--- config.mk ---
export PLATFORM = sky130hd
export DESIGN_NAME = serial_rgb_led_pulse_encoder
export DESIGN_NICKNAME = d
export VERILOG_FILES = /design/src/rtl/srle_pkg.sv /design/src/rtl/srle_cfg_regs.sv /design/src/rtl/srle_core.sv /design/src/rtl/serial_rgb_led_pulse_encoder.sv
export SDC_FILE = /design/constraint.sdc
export NUM_CORES = 1
export LEC_CHECK = 0
export BUFFER_PORTS_ARGS = -buffer_cell sky130_fd_sc_hd__clkbuf_2
export CAP_MARGIN = 5
export CORE_MARGIN = 4
export CORE_UTILIZATION = 50
export DETAILED_ROUTE_END_ITERATION = 7
export GPL_TIMING_DRIVEN = 1
export PLACE_DENSITY = 0.79
export SETUP_SLACK_MARGIN = 0.02
export SYNTH_ARGS = -nofsm -noshare
export SYNTH_HDL_FRONTEND = slang
export SYNTH_SLANG_ARGS = --single-unit
--- constraint.sdc ---
create_clock -name aclk -period 5.5 [get_ports aclk]
set_clock_uncertainty 0.15 [all_clocks]
set_input_delay 0.275 -clock aclk [delete_from_list [all_inputs] [get_ports aclk]]
set_output_delay 0.275 -clock aclk [all_outputs]
set_load 0.05 [all_outputs]
--- src/rtl/srle_pkg.sv ---
// Package for the serial RGB LED pulse encoder: opcodes, register indexes,
// phase encoding and the structs passed between modules. No dependencies.
`default_nettype none

package srle_pkg;

    // Command opcodes carried in s_tuser
    localparam logic [1:0] OP_TICK  = 2'd0;
    localparam logic [1:0] OP_PIXEL = 2'd1;
    localparam logic [1:0] OP_FILL  = 2'd2;
    localparam logic [1:0] OP_LATCH = 2'd3;

    // Configuration register indexes
    localparam int unsigned CFG_INDEX_W = 3;
    localparam logic [CFG_INDEX_W-1:0] CFG_ZERO_HIGH   = 3'd0;
    localparam logic [CFG_INDEX_W-1:0] CFG_ZERO_LOW    = 3'd1;
    localparam logic [CFG_INDEX_W-1:0] CFG_ONE_HIGH    = 3'd2;
    localparam logic [CFG_INDEX_W-1:0] CFG_ONE_LOW     = 3'd3;
    localparam logic [CFG_INDEX_W-1:0] CFG_LATCH_LOW   = 3'd4;
    localparam logic [CFG_INDEX_W-1:0] CFG_PIXEL_COUNT = 3'd5;

    localparam int unsigned CFG_DATA_W = 16;

    // Register reset values
    localparam logic [15:0] RST_ZERO_HIGH   = 16'd6;
    localparam logic [15:0] RST_ZERO_LOW    = 16'd32;
    localparam logic [15:0] RST_ONE_HIGH    = 16'd22;
    localparam logic [15:0] RST_ONE_LOW     = 16'd12;
    localparam logic [15:0] RST_LATCH_LOW   = 16'd5760;
    localparam logic [7:0]  RST_PIXEL_COUNT = 8'd60;

    // 24 bits per pixel, sent green, red, blue, MSB first
    localparam logic [4:0] BITS_PER_PIXEL = 5'd24;

    // Line phase, one-hot
    typedef enum logic [3:0] {
        PH_IDLE  = 4'b0001,
        PH_HIGH  = 4'b0010,
        PH_LOW   = 4'b0100,
        PH_LATCH = 4'b1000
    } srle_phase_t;

    typedef struct packed {
        logic [15:0] zero_high_ticks;
        logic [15:0] zero_low_ticks;
        logic [15:0] one_high_ticks;
        logic [15:0] one_low_ticks;
        logic [15:0] latch_low_ticks;
        logic [7:0]  pixel_count;
    } srle_cfg_t;

    typedef struct packed {
        logic [1:0] opcode;
        logic [7:0] red;
        logic [7:0] green;
        logic [7:0] blue;
    } srle_item_t;

    typedef struct packed {
        logic refused;
        logic busy_res;
        logic line_level;
    } srle_result_t;

endpackage

`default_nettype wire

--- src/rtl/srle_cfg_regs.sv ---
// Configuration register file of the serial RGB LED pulse encoder.
// Depends on srle_pkg for register indexes, reset values and srle_cfg_t.
`default_nettype none

module srle_cfg_regs import srle_pkg::*; (
    input  wire logic                   aclk,
    input  wire logic                   aresetn,
    input  wire logic                   cfg_valid,
    output logic                        cfg_ready,
    input  wire logic [CFG_INDEX_W-1:0] cfg_index,
    input  wire logic [CFG_DATA_W-1:0]  cfg_data,
    output srle_cfg_t                   cfg
);

    srle_cfg_t cfg_reg;

    // Writes are always taken; unknown indexes are dropped
    assign cfg_ready = 1'b1;
    assign cfg       = cfg_reg;

    always_ff @(posedge aclk) begin
        if (!aresetn) begin
            cfg_reg.zero_high_ticks <= RST_ZERO_HIGH;
            cfg_reg.zero_low_ticks  <= RST_ZERO_LOW;
            cfg_reg.one_high_ticks  <= RST_ONE_HIGH;
            cfg_reg.one_low_ticks   <= RST_ONE_LOW;
            cfg_reg.latch_low_ticks <= RST_LATCH_LOW;
            cfg_reg.pixel_count     <= RST_PIXEL_COUNT;
        end else if (cfg_valid && cfg_ready) begin
            unique case (cfg_index)
                CFG_ZERO_HIGH:   cfg_reg.zero_high_ticks <= cfg_data;
                CFG_ZERO_LOW:    cfg_reg.zero_low_ticks  <= cfg_data;
                CFG_ONE_HIGH:    cfg_reg.one_high_ticks  <= cfg_data;
                CFG_ONE_LOW:     cfg_reg.one_low_ticks   <= cfg_data;
                CFG_LATCH_LOW:   cfg_reg.latch_low_ticks <= cfg_data;
                CFG_PIXEL_COUNT: cfg_reg.pixel_count     <= cfg_data[7:0];
                default: ;
            endcase
        end
    end

endmodule

`default_nettype wire

--- src/rtl/srle_core.sv ---
// Pulse engine of the serial RGB LED pulse encoder: line phase, bit shifter,
// tick and pixel counters. Depends on srle_pkg.
`default_nettype none

module srle_core import srle_pkg::*; #(
    parameter int TICK_COUNT_WIDTH = 16
) (
    input  wire logic        aclk,
    input  wire logic        aresetn,
    input  wire logic        step,
    input  wire srle_item_t  item,
    input  wire srle_cfg_t   cfg,
    output srle_result_t     res
);

    localparam int TW = TICK_COUNT_WIDTH;

    srle_phase_t   phase_reg, phase_next, cmd_phase;
    logic [TW-1:0] ticks_reg, ticks_next, cmd_ticks;
    logic [23:0]   held_reg, held_next;
    logic [23:0]   shift_reg, shift_next, cmd_shift, shift_adv, new_colour;
    logic [4:0]    bits_reg, bits_next, cmd_bits, bits_adv;
    logic [7:0]    pix_reg, pix_next, cmd_pix;
    logic          idle_level_reg, idle_level_next;
    logic          refused;
    logic          level;

    // Duration from a 16-bit register: low TW bits, zero counts as one tick
    function automatic logic [TW-1:0] dur(input logic [15:0] r);
        logic [TW-1:0] v;
        v = TW'(r);
        return (v == '0) ? TW'(1) : v;
    endfunction

    function automatic logic [TW-1:0] high_dur(input logic b, input srle_cfg_t c);
        return b ? dur(c.one_high_ticks) : dur(c.zero_high_ticks);
    endfunction

    function automatic logic [TW-1:0] low_dur(input logic b, input srle_cfg_t c);
        return b ? dur(c.one_low_ticks) : dur(c.zero_low_ticks);
    endfunction

    assign new_colour = {item.green, item.red, item.blue};

    // Command decode: an accepted command starts in this very tick
    always_comb begin
        cmd_phase = phase_reg;
        cmd_ticks = ticks_reg;
        cmd_shift = shift_reg;
        cmd_bits  = bits_reg;
        cmd_pix   = pix_reg;
        held_next = held_reg;
        refused   = 1'b0;
        if (item.opcode != OP_TICK) begin
            if (phase_reg != PH_IDLE) begin
                refused = 1'b1;
            end else if (item.opcode == OP_LATCH) begin
                cmd_phase = PH_LATCH;
                cmd_ticks = dur(cfg.latch_low_ticks);
            end else begin
                held_next = new_colour;
                cmd_pix   = (item.opcode == OP_FILL && cfg.pixel_count > 8'd1) ?
                            cfg.pixel_count - 8'd1 : 8'd0;
                cmd_shift = new_colour;
                cmd_bits  = BITS_PER_PIXEL;
                cmd_phase = PH_HIGH;
                cmd_ticks = high_dur(new_colour[23], cfg);
            end
        end
    end

    // Line level seen during this tick
    assign level = (cmd_phase == PH_IDLE) ? idle_level_reg : (cmd_phase == PH_HIGH);

    assign shift_adv = {cmd_shift[22:0], 1'b0};
    assign bits_adv  = cmd_bits - 5'd1;

    // Advance by one tick
    always_comb begin
        phase_next      = cmd_phase;
        ticks_next      = cmd_ticks - TW'(1);
        shift_next      = cmd_shift;
        bits_next       = cmd_bits;
        pix_next        = cmd_pix;
        idle_level_next = idle_level_reg;
        unique case (cmd_phase)
            PH_IDLE: begin
                ticks_next = cmd_ticks;
            end
            PH_HIGH: begin
                if (cmd_ticks == TW'(1)) begin
                    phase_next = PH_LOW;
                    ticks_next = low_dur(cmd_shift[23], cfg);
                end
            end
            PH_LOW: begin
                if (cmd_ticks == TW'(1)) begin
                    shift_next = shift_adv;
                    bits_next  = bits_adv;
                    if (bits_adv != 5'd0) begin
                        phase_next = PH_HIGH;
                        ticks_next = high_dur(shift_adv[23], cfg);
                    end else if (cmd_pix != 8'd0) begin
                        pix_next   = cmd_pix - 8'd1;
                        shift_next = held_next;
                        bits_next  = BITS_PER_PIXEL;
                        phase_next = PH_HIGH;
                        ticks_next = high_dur(held_next[23], cfg);
                    end else begin
                        phase_next      = PH_IDLE;
                        idle_level_next = 1'b0;
                    end
                end
            end
            PH_LATCH: begin
                if (cmd_ticks == TW'(1)) begin
                    phase_next      = PH_IDLE;
                    idle_level_next = 1'b0;
                end
            end
            default: begin
                phase_next = PH_IDLE;
                ticks_next = cmd_ticks;
            end
        endcase
    end

    assign res.line_level = level;
    assign res.busy_res   = (phase_next != PH_IDLE);
    assign res.refused    = refused;

    // State registers, updated once per transaction
    always_ff @(posedge aclk) begin
        if (!aresetn) begin
            phase_reg      <= PH_IDLE;
            ticks_reg      <= '0;
            held_reg       <= '0;
            shift_reg      <= '0;
            bits_reg       <= '0;
            pix_reg        <= '0;
            idle_level_reg <= 1'b1;
        end else if (step) begin
            phase_reg      <= phase_next;
            ticks_reg      <= ticks_next;
            held_reg       <= held_next;
            shift_reg      <= shift_next;
            bits_reg       <= bits_next;
            pix_reg        <= pix_next;
            idle_level_reg <= idle_level_next;
        end
    end

endmodule

`default_nettype wire

--- src/rtl/serial_rgb_led_pulse_encoder.sv ---
// Serial RGB LED pulse encoder for a one-wire addressable LED line, top level.
// Uses srle_pkg, srle_cfg_regs and srle_core.
//
// Every input transaction is one tick of line time and yields exactly one
// result transaction with the line level for that tick, a busy flag and a
// refused flag. The block takes one transaction per clock, sustained, when
// the output is not stalled; a result is offered once its input has passed
// the input register and then the result register, and the combinational
// path between them through the phase, tick counter and bit shifter update
// sets the clock rate. Opcodes in s_tuser: tick, send one
// pixel, fill pixel_count pixels, latch reset. Commands arriving while busy
// are dropped and flagged. Bits go out green, red, blue, MSB first.
// Configuration writes belong in idle periods only.
`default_nettype none

module serial_rgb_led_pulse_encoder import srle_pkg::*; #(
    parameter int TICK_COUNT_WIDTH = 16
) (
    input  wire logic                   aclk,
    input  wire logic                   aresetn,
    // Input stream
    input  wire logic                   s_tvalid,
    output logic                        s_tready,
    input  wire logic [23:0]            s_tdata,   // red[7:0], green[15:8], blue[23:16]
    input  wire logic [1:0]             s_tuser,   // opcode[1:0]
    // Result stream
    output logic                        m_tvalid,
    input  wire logic                   m_tready,
    output logic [7:0]                  m_tdata,   // line_level[0], busy_res[1], refused[2]
    // Configuration write channel
    input  wire logic                   cfg_valid,
    output logic                        cfg_ready,
    input  wire logic [CFG_INDEX_W-1:0] cfg_index,
    input  wire logic [CFG_DATA_W-1:0]  cfg_data
);

    srle_cfg_t    cfg;
    srle_item_t   item_reg;
    srle_result_t res;
    srle_result_t res_reg;
    logic         in_valid_reg;
    logic         m_valid_reg;
    logic         step;

    srle_cfg_regs u_cfg (
        .aclk      (aclk),
        .aresetn   (aresetn),
        .cfg_valid (cfg_valid),
        .cfg_ready (cfg_ready),
        .cfg_index (cfg_index),
        .cfg_data  (cfg_data),
        .cfg       (cfg)
    );

    // Registered item moves on when the result slot is free or draining
    assign step     = in_valid_reg && (!m_valid_reg || m_tready);
    assign s_tready = !in_valid_reg || step;

    // Input register
    always_ff @(posedge aclk) begin
        if (!aresetn) begin
            in_valid_reg <= 1'b0;
        end else if (s_tready) begin
            in_valid_reg <= s_tvalid;
        end
    end

    always_ff @(posedge aclk) begin
        if (s_tvalid && s_tready) begin
            item_reg.opcode <= s_tuser;
            item_reg.red    <= s_tdata[7:0];
            item_reg.green  <= s_tdata[15:8];
            item_reg.blue   <= s_tdata[23:16];
        end
    end

    srle_core #(
        .TICK_COUNT_WIDTH (TICK_COUNT_WIDTH)
    ) u_core (
        .aclk    (aclk),
        .aresetn (aresetn),
        .step    (step),
        .item    (item_reg),
        .cfg     (cfg),
        .res     (res)
    );

    // Result register
    always_ff @(posedge aclk) begin
        if (!aresetn) begin
            m_valid_reg <= 1'b0;
        end else if (step) begin
            m_valid_reg <= 1'b1;
        end else if (m_tready) begin
            m_valid_reg <= 1'b0;
        end
    end

    always_ff @(posedge aclk) begin
        if (step) begin
            res_reg <= res;
        end
    end

    assign m_tvalid = m_valid_reg;
    assign m_tdata  = {5'b0, res_reg.refused, res_reg.busy_res, res_reg.line_level};

endmodule

`default_nettype wire

======== After elaboration in Yosys (flattened, before gate mapping) ========
Index checks and enable logic that the tools add are counted.
word-level totals
  bits in registers ....................... 201
  input bits .............................. 50
  output and inout port bits .............. 11
  word-level logic and storage cells ...... 130
operators by class
  $add $sub $neg .......................... 4
  order comparisons ....................... 1
  equality and inequality tests ........... 18
  muxes and demuxes ....................... 60
  reductions and logical operators ........ 25
operator list
  cell                   count
  $mux 16                16
  $mux 24                10
  $logic_not 16->1       5
  $mux 8                 8
  $pmux 16 s3            1
  $mux 5                 7
  $mux 4                 7
  $eq 16x1->1 const B    1
  $pmux 4 s4             1
  $sub 16x1->16 const B  1
  $sub 8x1->8 const B    2
  $reduce_and 2->1       6
  $gt 8x1->1 const B     1
  $mux 1                 8
  $ne 4x1->1 const B     2
  $reduce_bool 8->1      1
  $eq 3x2->1 const B     2
  $eq 3x3->1 const B     2
  $reduce_and 6->1       1
  $reduce_bool 2->1      3
  $reduce_bool 5->1      1
  $sub 5x1->5 const B    1
  $eq 2x2->1 const B     2
  $eq 4x1->1 const B     1
  other kinds (12)       18

======== Logic depth before layout (Yosys ltp) ========
Gate-level depths: netlist (run 1).
  word-level depth ........................ 12
  gate-level depth with buffers ........... 19
  mapped depth without buffers ............ 15

======== Hierarchy ========
From an unflattened synthesis (run 1), not the netlist that was laid out.
second synthesis, totals
  cells, all modules ...................... 1,244
  area, all modules ....................... 10,999.3 um^2
by module, submodules not included
  module                        instances  cells an instance  area each (um^2)  seq. area each (um^2)
  srle_core                     1          878                6,650.1           1,641.6
  srle_cfg_regs                 1          322                3,333.2           1,761.7
  serial_rgb_led_pulse_encoder  1          44                 1,016.0           910.9

======== Worst setup path after synthesis (run 1) ========
No wires, ideal clock.
  path kind ............................... reg-to-reg
  start ................................... register item_reg[25] (netlist name)
  end ..................................... register u_core.ticks_reg[14]
  library setup time ...................... 0.126 ns
  arrival ................................. 3.815 ns
  required time ........................... 5.224 ns
  slack ................................... 1.409 ns
  cell stages (with the launch flop) ...... 17
  buffers on the path ..................... 5
  period minus slack after synthesis ...... 4.091 ns
  cell sequence ........................... edfxtp_1 -> buf_2 -> xor2_1 -> nand2_1 -> clkbuf_1 -> clkbuf_1 -> clkbuf_1 -> nand2_1 -> ha_1 -> o41ai_1 -> nand4_1 -> mux2i_1 -> o21ai_0 -> buf_2 -> o22a_1 -> a211oi_1 -> a211oi_1
between the ends
  longest elaborated chain between the ends .. 11
  elaborated cells on any way between the ends .. 39
  classes of those cells .................. 2 x add/sub; 6 x eq/ne; 27 x mux; 4 x reduce/logical
ends and longest elaborated chain
  item                                                                    line                                text
  start: declaration                                                      serial_rgb_led_pulse_encoder.sv:38  srle_item_t item_reg;
  parallel branches: the longest is 10 deep, another holds $sub 16x1->16  n/a
  $pmux 16 s3 (*)                                                         srle_core.sv:86                     unique case (cmd_phase)
  end signal: assignment                                                  srle_core.sv:144                    ticks_reg <= ticks_next;
  end: declaration                                                        srle_core.sv:19                     logic [TW-1:0] ticks_reg, ticks_next, cmd_ticks;
Mark *: on every way between the ends.
A chain may end at the register's enable or synchronous reset.

======== Final worst setup path (run 1) ========
  start ................................... register u_core.phase_reg[0]
  end ..................................... register u_core.ticks_reg[8]
between the ends
  longest elaborated chain between the ends .. 8
  elaborated cells on any way between the ends .. 29
  classes of those cells .................. 2 x add/sub; 5 x eq/ne; 20 x mux; 2 x reduce/logical
ends and longest elaborated chain
  item                                                 line                                text
  start: declaration                                   srle_core.sv:18                     srle_phase_t phase_reg, phase_next, cmd_phase;
  start signal: assignment                             srle_core.sv:143                    phase_reg <= phase_next;
  $ne 4x1->1                                           srle_core.sv:55                     if (phase_reg != PH_IDLE) begin
  $mux 16 (tied with other cells)                      srle_core.sv:55
  $mux 16 (tied with other cells)                      srle_core.sv:54                     if (item.opcode != OP_TICK) begin
  $sub 16x1->16 (tied with other cells)                srle_core.sv:81                     ticks_next = cmd_ticks - TW'(1);
  $mux 16 / $reduce_bool 5->1 (equally long branches)  srle_core.sv:103, srle_core.sv:100
  $mux 16                                              srle_core.sv:100                    if (bits_adv != 5'd0) begin
  $mux 16                                              srle_core.sv:97                     if (cmd_ticks == TW'(1)) begin
  $pmux 16 s3 (*)                                      srle_core.sv:86
Mark *: on every way between the ends. The rest lies on a longest branch, timed or not.

==> out/summary.txt, run 1 <==
outcome: finished clean
PostCTS Resize Cnt: 0
# diodes: 0
Worst path slowest cell: or4b_1
crit path DAT: 5.00 ns
clock sinks: 201
synthesized area: 11,190 um^2
fin nets: 1,568
critical path, cell by cell: or4b_1, nor2_8, mux2i_1, ha_1, a21boi_0, a32oi_1, or4_1, o22ai_1, nand2_1, xor2_1, a21oi_1, a221oi_1, o2bb2ai_1
final max-slew violation count: 0
Net Sw Frac: 0.2928
vias per inst: 6.222
total I/O pin count: 61
CTS tree: built
CP delay by family, top: simple AND/OR/NAND/NOR gates
Die W: 157.6 um
hold path start: cfg_index[0]
via count: 11,240
M1 GR Usage: 0.3920
commonest cells after routing, fill and taps aside: 367 x nand2_1, 172 x dfxtp_1, 113 x nor2_1, 100 x a21oi_1, 83 x nand3_1
#FFs+latches synth: 201
Hold Crit Class: input pin to flop
Util after Layout: 0.5890
worst reg2reg startpoint: u_core.phase_reg[0]
Die H: 157.6 um
Site Rows: 54
CTS Hold Buffers Added: 46
CP required: 5.80 ns
DRT Pass-1 Iters: 6
sequential share of power: 0.403
share of cells above drive strength 1: 0.1028
postcts setup bufs: 0
Max Fclk: 213.1 MHz
first-pass GRT wire length: 56.24 mm
min cycle time layout: 4.692 ns
Final setup viols: 0
Final Hold Fails: 0
number of enable flip-flop cells after synthesis: 29
clk slew on worst S/H paths: 0.07 ns
Seq. cell area: 4314 um^2
Pint: 2.836 mW
syn_area_per_cell: 7.691 um^2
GRT overflow: 0
Slew Limit Headroom: 0.2295
initial antenna violation count: 1
critical path type: flop to flop
core footprint: 21,890 um^2
routed length per instance: 19.45 um
largest net degree at the start of global routing: 100
1st-iter DRT viols: 1,266
post-synth cell types: 85
Initial Util: 0.5112
Crit. End Element: flop
Peak VDD IR: 227.6 uV
met2 usage: 0.4352
routability cong.: 0.9919
Critical Path Start: u_core.phase_reg[0]
GRT met3 Usage: 0.05768
post-synthesis sequential area ratio: 0.3855
RSZ-0062 raised after global routing: false
leak pwr: 4.883 nW
switching pwr: 1.174 mW
Die ar.: 24,840 um^2
Async S/R FF share, synth: 0
Area Growth Syn to Fin: 15.23%
DRC viols: 0
Tcrit/Tclk final: 0.8532
IO buf count: 54
final wirelength: 35.14 mm
most common cell after layout, fill and taps aside: nand2_1
Multi-input gate area: 6415 um^2
maxcap violations: 0
H-tree level count: 1
cell count after synthesis: 1,455
power share of the clock group: 0.419
deepest clock path buffer count: 3
Buf+Inv Stages, Crit Path: 0
P per Cell Area: 311.0 nW/um^2
number of fill cells: 1,940
Final ANT Viol Nets: 0
CP startpoint kind: flop
CP max FO: 15
max reg flops: 88
grt peak-use layer: met2
Syn. warnings: 0
GRT Total Usage: 0.2782
crit-path max cell delay: 0.69 ns
number of global-route vias before repair: 10,460
hpwl dp: 23.21 mm
setup TNS: 0 ns
clock root buffer: clkbuf_16
worst-margin pin slew: 1.152 ns
clock latency on the worst-skew pair: 0.53 ns
TritonCTS buffer count: 23
Most used DFF post-synth: dfxtp_1
combinational fraction of design power: 0.179
power groups by stage:
stage          logic [mW]  registers (mW)  clock network [mW]
2_1_floorplan       0.495            1.62                   0
3_3_place_gp        0.658            1.64                   0
3_5_place_dp        0.669            1.64                   0
4_1_cts             0.699            1.61                1.70
5_1_grt             0.779            1.62                1.75
6_report            0.716            1.61                1.68
area by class of cell:
cell class / count / share of cell area
clock buffers: 27 / 0.04978
clock inverters: 15 / 0.01494
inverters: 12 / 0.003493
multi-input cells: 1145 / 0.4975
flip-flops and latches: 201 / 0.3346
well taps: 280 / 0.02717
repair buffers: 127 / 0.07258
cells by family after synthesis:
kind of cell    count (synthesis)  synth area share
simple gates                  678            0.2706
xor+xnor                       20           0.01565
mux                            51           0.04674
compound gates                382            0.2283
fa+ha+maj                       8          0.008945
buf+inv                       113           0.04360
flops                         201            0.3855
other cells                     2         0.0006711
metal layers:
| layer | vias up | wire (um) |
|---|---|---|
| met5 | - | 7 |
| met4 | 2 | 920 |
| met3 | 81 | 3691 |
| met2 | 618 | 15720 |
| met1 | 5256 | 14800 |
| li1 | 5287 | - |
synth_stat cells, drive strengths merged, types with 8 or more instances:
library cell | n | share of area
inv | 12 | 0.0040
edfxtp | 29 | 0.078
nand3 | 84 | 0.038
ha | 8 | 0.0089
nand4 | 8 | 0.0050
buf | 36 | 0.018
nor2b | 8 | 0.0045
o221ai | 23 | 0.018
a21boi | 69 | 0.046
nand2b | 8 | 0.0045
dfxtp | 172 | 0.31
or3 | 8 | 0.0049
o211ai | 10 | 0.0067
mux2 | 10 | 0.010
mux2i | 41 | 0.037
o21ai | 63 | 0.028
clkbuf | 65 | 0.022
o31ai | 8 | 0.0058
nor2 | 116 | 0.041
a31oi | 17 | 0.0095
nor4 | 23 | 0.014
a21oi | 101 | 0.046
xnor2 | 15 | 0.012
nor3 | 21 | 0.0094
nand2 | 368 | 0.12
a211oi | 15 | 0.010
stage by stage:
step | hold WS, ns | total power [mW] | area [um^2] | instances | worst slack, ns
after floorplan | 0.2239 | 2.119 | 11210 | 1459 | 1.409
after global placement | 0.2919 | 2.300 | 11600 | 1719 | 1.058
after detailed placement | 0.2968 | 2.312 | 11600 | 1719 | 0.8852
after CTS | 0.1598 | 4.008 | 12890 | 1807 | 0.8854
after global routing | 0.2253 | 4.154 | 12890 | 1807 | 0.5058
final | 0.1900 | 4.010 | 12890 | 1807 | 0.8076
tightest hold or removal path, cell delays in order:
cell,delay (ns)
clkbuf_2,0.13
nand2_1,0.11
nor2_1,0.13
nand2_1,0.09
a21oi_1,0.05
final timing paths:
kind                              end  slack (ns)  cells past startpoint
hold reg to reg    u_core.held_reg[4]        0.31                      2
setup / recovery  u_core.ticks_reg[8]        0.81                     13
setup reg to reg  u_core.ticks_reg[8]        0.81                     13
hold / removal           u_cfg.cfg[7]        0.19                      5
No activity file was read; power rests on OpenSTA's default activity.
==> run 2, diff against run 1 <==
--- a/config.mk
+++ b/config.mk
@@ -15,4 +15,5 @@
 export SETUP_SLACK_MARGIN = 0.02
 export SYNTH_ARGS = -nofsm -noshare
 export SYNTH_HDL_FRONTEND = slang
+export SYNTH_HIERARCHICAL = 1
 export SYNTH_SLANG_ARGS = --single-unit
==> out/summary.txt, run 2 <==
# diodes: 0
min cycle time layout: 4.496 ns
total I/O pin count: 61
grt peak-use layer: met2
Final Hold Fails: 0
Slew Limit Headroom: 0.1847
Pint: 2.653 mW
commonest cells after routing, fill and taps aside: 186 x nand2_1, 172 x dfxtp_1, 137 x mux2i_1, 98 x a21oi_1, 68 x nor2_1
core footprint: 21,760 um^2
CP required: 5.80 ns
Peak VDD IR: 283.7 uV
met2 usage: 0.4191
number of enable flip-flop cells after synthesis: 29
P per Cell Area: 301.4 nW/um^2
max reg flops: 88
CTS Hold Buffers Added: 41
IO buf count: 54
Die W: 156.3 um
Area Growth Syn to Fin: 13.98%
routability cong.: 1.051
first-pass GRT wire length: 52.57 mm
clk slew on worst S/H paths: 0.07 ns
largest net degree at the start of global routing: 109
CTS tree: built
Most used DFF post-synth: dfxtp_1
#FFs+latches synth: 201
Die ar.: 24,440 um^2
GRT overflow: 0
post-synthesis sequential area ratio: 0.3922
Crit. End Element: flop
fin nets: 1,351
Initial Util: 0.5056
Net Sw Frac: 0.2980
share of cells above drive strength 1: 0.1397
clock sinks: 201
GRT met3 Usage: 0.05227
most common cell after layout, fill and taps aside: nand2_1
1st-iter DRT viols: 962
CP max FO: 14
CP startpoint kind: flop
Hold Crit Class: input pin to flop
switching pwr: 1.126 mW
vias per inst: 6.273
Final ANT Viol Nets: 0
Final setup viols: 0
synthesized area: 11,000 um^2
Die H: 156.3 um
maxcap violations: 0
clock latency on the worst-skew pair: 0.51 ns
cell accounting for the most synthesized area: dfxtp_1
final max-slew violation count: 0
syn_area_per_cell: 8.842 um^2
DRT Pass-1 Iters: 5
count leader, synth: nand2_1
number of fill cells: 1,887
Synth area leaders: dfxtp_1 31%, mux2i_1 12%, edfxtp_1 7.9%
Max Fclk: 222.4 MHz
DRC viols: 0
number of global-route vias before repair: 9,409
Syn. warnings: 6
via count: 9,974
setup TNS: 0 ns
Tcrit/Tclk final: 0.8175
sequential share of power: 0.427
leak pwr: 5.071 nW
combinational fraction of design power: 0.192
clock root buffer: clkbuf_16
# placed instances: 1,509
power share of the clock group: 0.381
M1 GR Usage: 0.3723
H-tree level count: 1
post-synth cell types: 85
initial antenna violation count: 0
Site Rows: 54
outcome: finished clean
RSZ-0062 raised after global routing: false
fin cells: 1,590
crit path DAT: 4.80 ns
postcts setup bufs: 0
worst-margin pin slew: 1.218 ns
top-area cell type share of the netlist area: 0.3130
deepest clock path buffer count: 3
PostCTS Resize Cnt: 0
TritonCTS buffer count: 22
cell count after synthesis: 1,244
hpwl dp: 22.65 mm
GRT Total Usage: 0.2662
routed length per instance: 20.95 um
critical path type: flop to flop
Async S/R FF share, synth: 0
Synth top cells by count: 186 x nand2_1, 172 x dfxtp_1, 137 x mux2i_1
final wirelength: 33.32 mm
==> run 2: cell types whose count changed after synthesis, sizes merged, moves of 29 or more <==
cell	delta
mux2i	+96
nand2	-182
nand3	-67
a21boi	-64
nor2	-45
mux2	+29
==> run 2: power groups by stage <==
stage / combinational, mW / sequential, mW / clock, mW
global route: 0.780 / 1.62 / 1.53
detailed placement: 0.677 / 1.64 / 0
global placement: 0.675 / 1.64 / 0
floorplan: 0.511 / 1.62 / 0
CTS: 0.704 / 1.61 / 1.46
finish: 0.726 / 1.61 / 1.44
==> run 2: cell families (layout without fill, tap and decap cells) <==
logic type,after synthesis,in the layout,synth area share
adder cells (fa/ha/maj),7,7,0.007962
AND/OR/NAND/NOR,414,414,0.1881
AO/OA/AOI/OAI,303,303,0.1805
buffers and inverters,119,181,0.04834
XOR/XNOR,22,22,0.01752
flip-flops,201,201,0.3922
other,2,6,0.0006828
multiplexers,176,176,0.1646
==> run 2: final timing paths <==
| kind | to | startpoint | slack [ns] | cells after the start |
|---|---|---|---|---|
| max | u_core/ticks_reg[0] | u_core/phase_reg[0] | 1.00 | 15 |
| min | u_cfg/cfg[53] | cfg_data[13] | 0.02 | 3 |
| max reg2reg | u_core/ticks_reg[0] | u_core/phase_reg[0] | 1.00 | 15 |
| min reg2reg | u_core/held_reg[21] | u_core/held_reg[21] | 0.30 | 2 |
==> run 2: worst max-delay path, stage by stage (launching register included) <==
cell,delay [ns]
dfxtp_1,0.55
nor4b_2,0.27
buf_4,0.22
nand2_1,0.10
nand2_1,0.12
ha_1,0.25
nor3b_1,0.26
xnor2_1,0.11
or4_1,0.60
buf_4,0.25
mux2i_1,0.51
mux2_2,0.41
a21oi_1,0.19
a21oi_1,0.07
o21ai_0,0.18
o2111a_1,0.20
==> run 2: routing by layer <==
layer	vias to the layer above	wire length, um
met1	4748	14140
met4	0	1077
met5	-	0
met3	98	3189
li1	4618	-
met2	510	14910
==> run 2: per-stage QoR <==
stage	hold WS, ns	power (mW)	setup slack [ns]	instance area [um^2]	utilization
after global placement	0.2868	2.313	1.194	11420	0.5250
final	0.01985	3.779	1.004	12540	0.5763
after floorplan	0.2239	2.135	0.8958	11010	-
after global routing	0.02198	3.929	0.7806	12540	0.5763
after CTS	0.002178	3.773	1.106	12540	0.5763
after detailed placement	0.2966	2.318	1.138	11420	0.5250
==> run 2: layout make-up <==
| cell class | instances | area (um^2) | share of cell area |
|---|---|---|---|
| Multi-Input combinational cell | 928 | 6215 | 0.4957 |
| Sequential cell | 201 | 4314 | 0.3441 |
| Timing Repair Buffer | 121 | 878.3 | 0.07006 |
| Clock buffer | 31 | 614.3 | 0.04900 |
| Tap cell | 280 | 350.3 | 0.02794 |
| Clock inverter | 9 | 90.09 | 0.007186 |
| Inverter | 20 | 75.07 | 0.005988 |
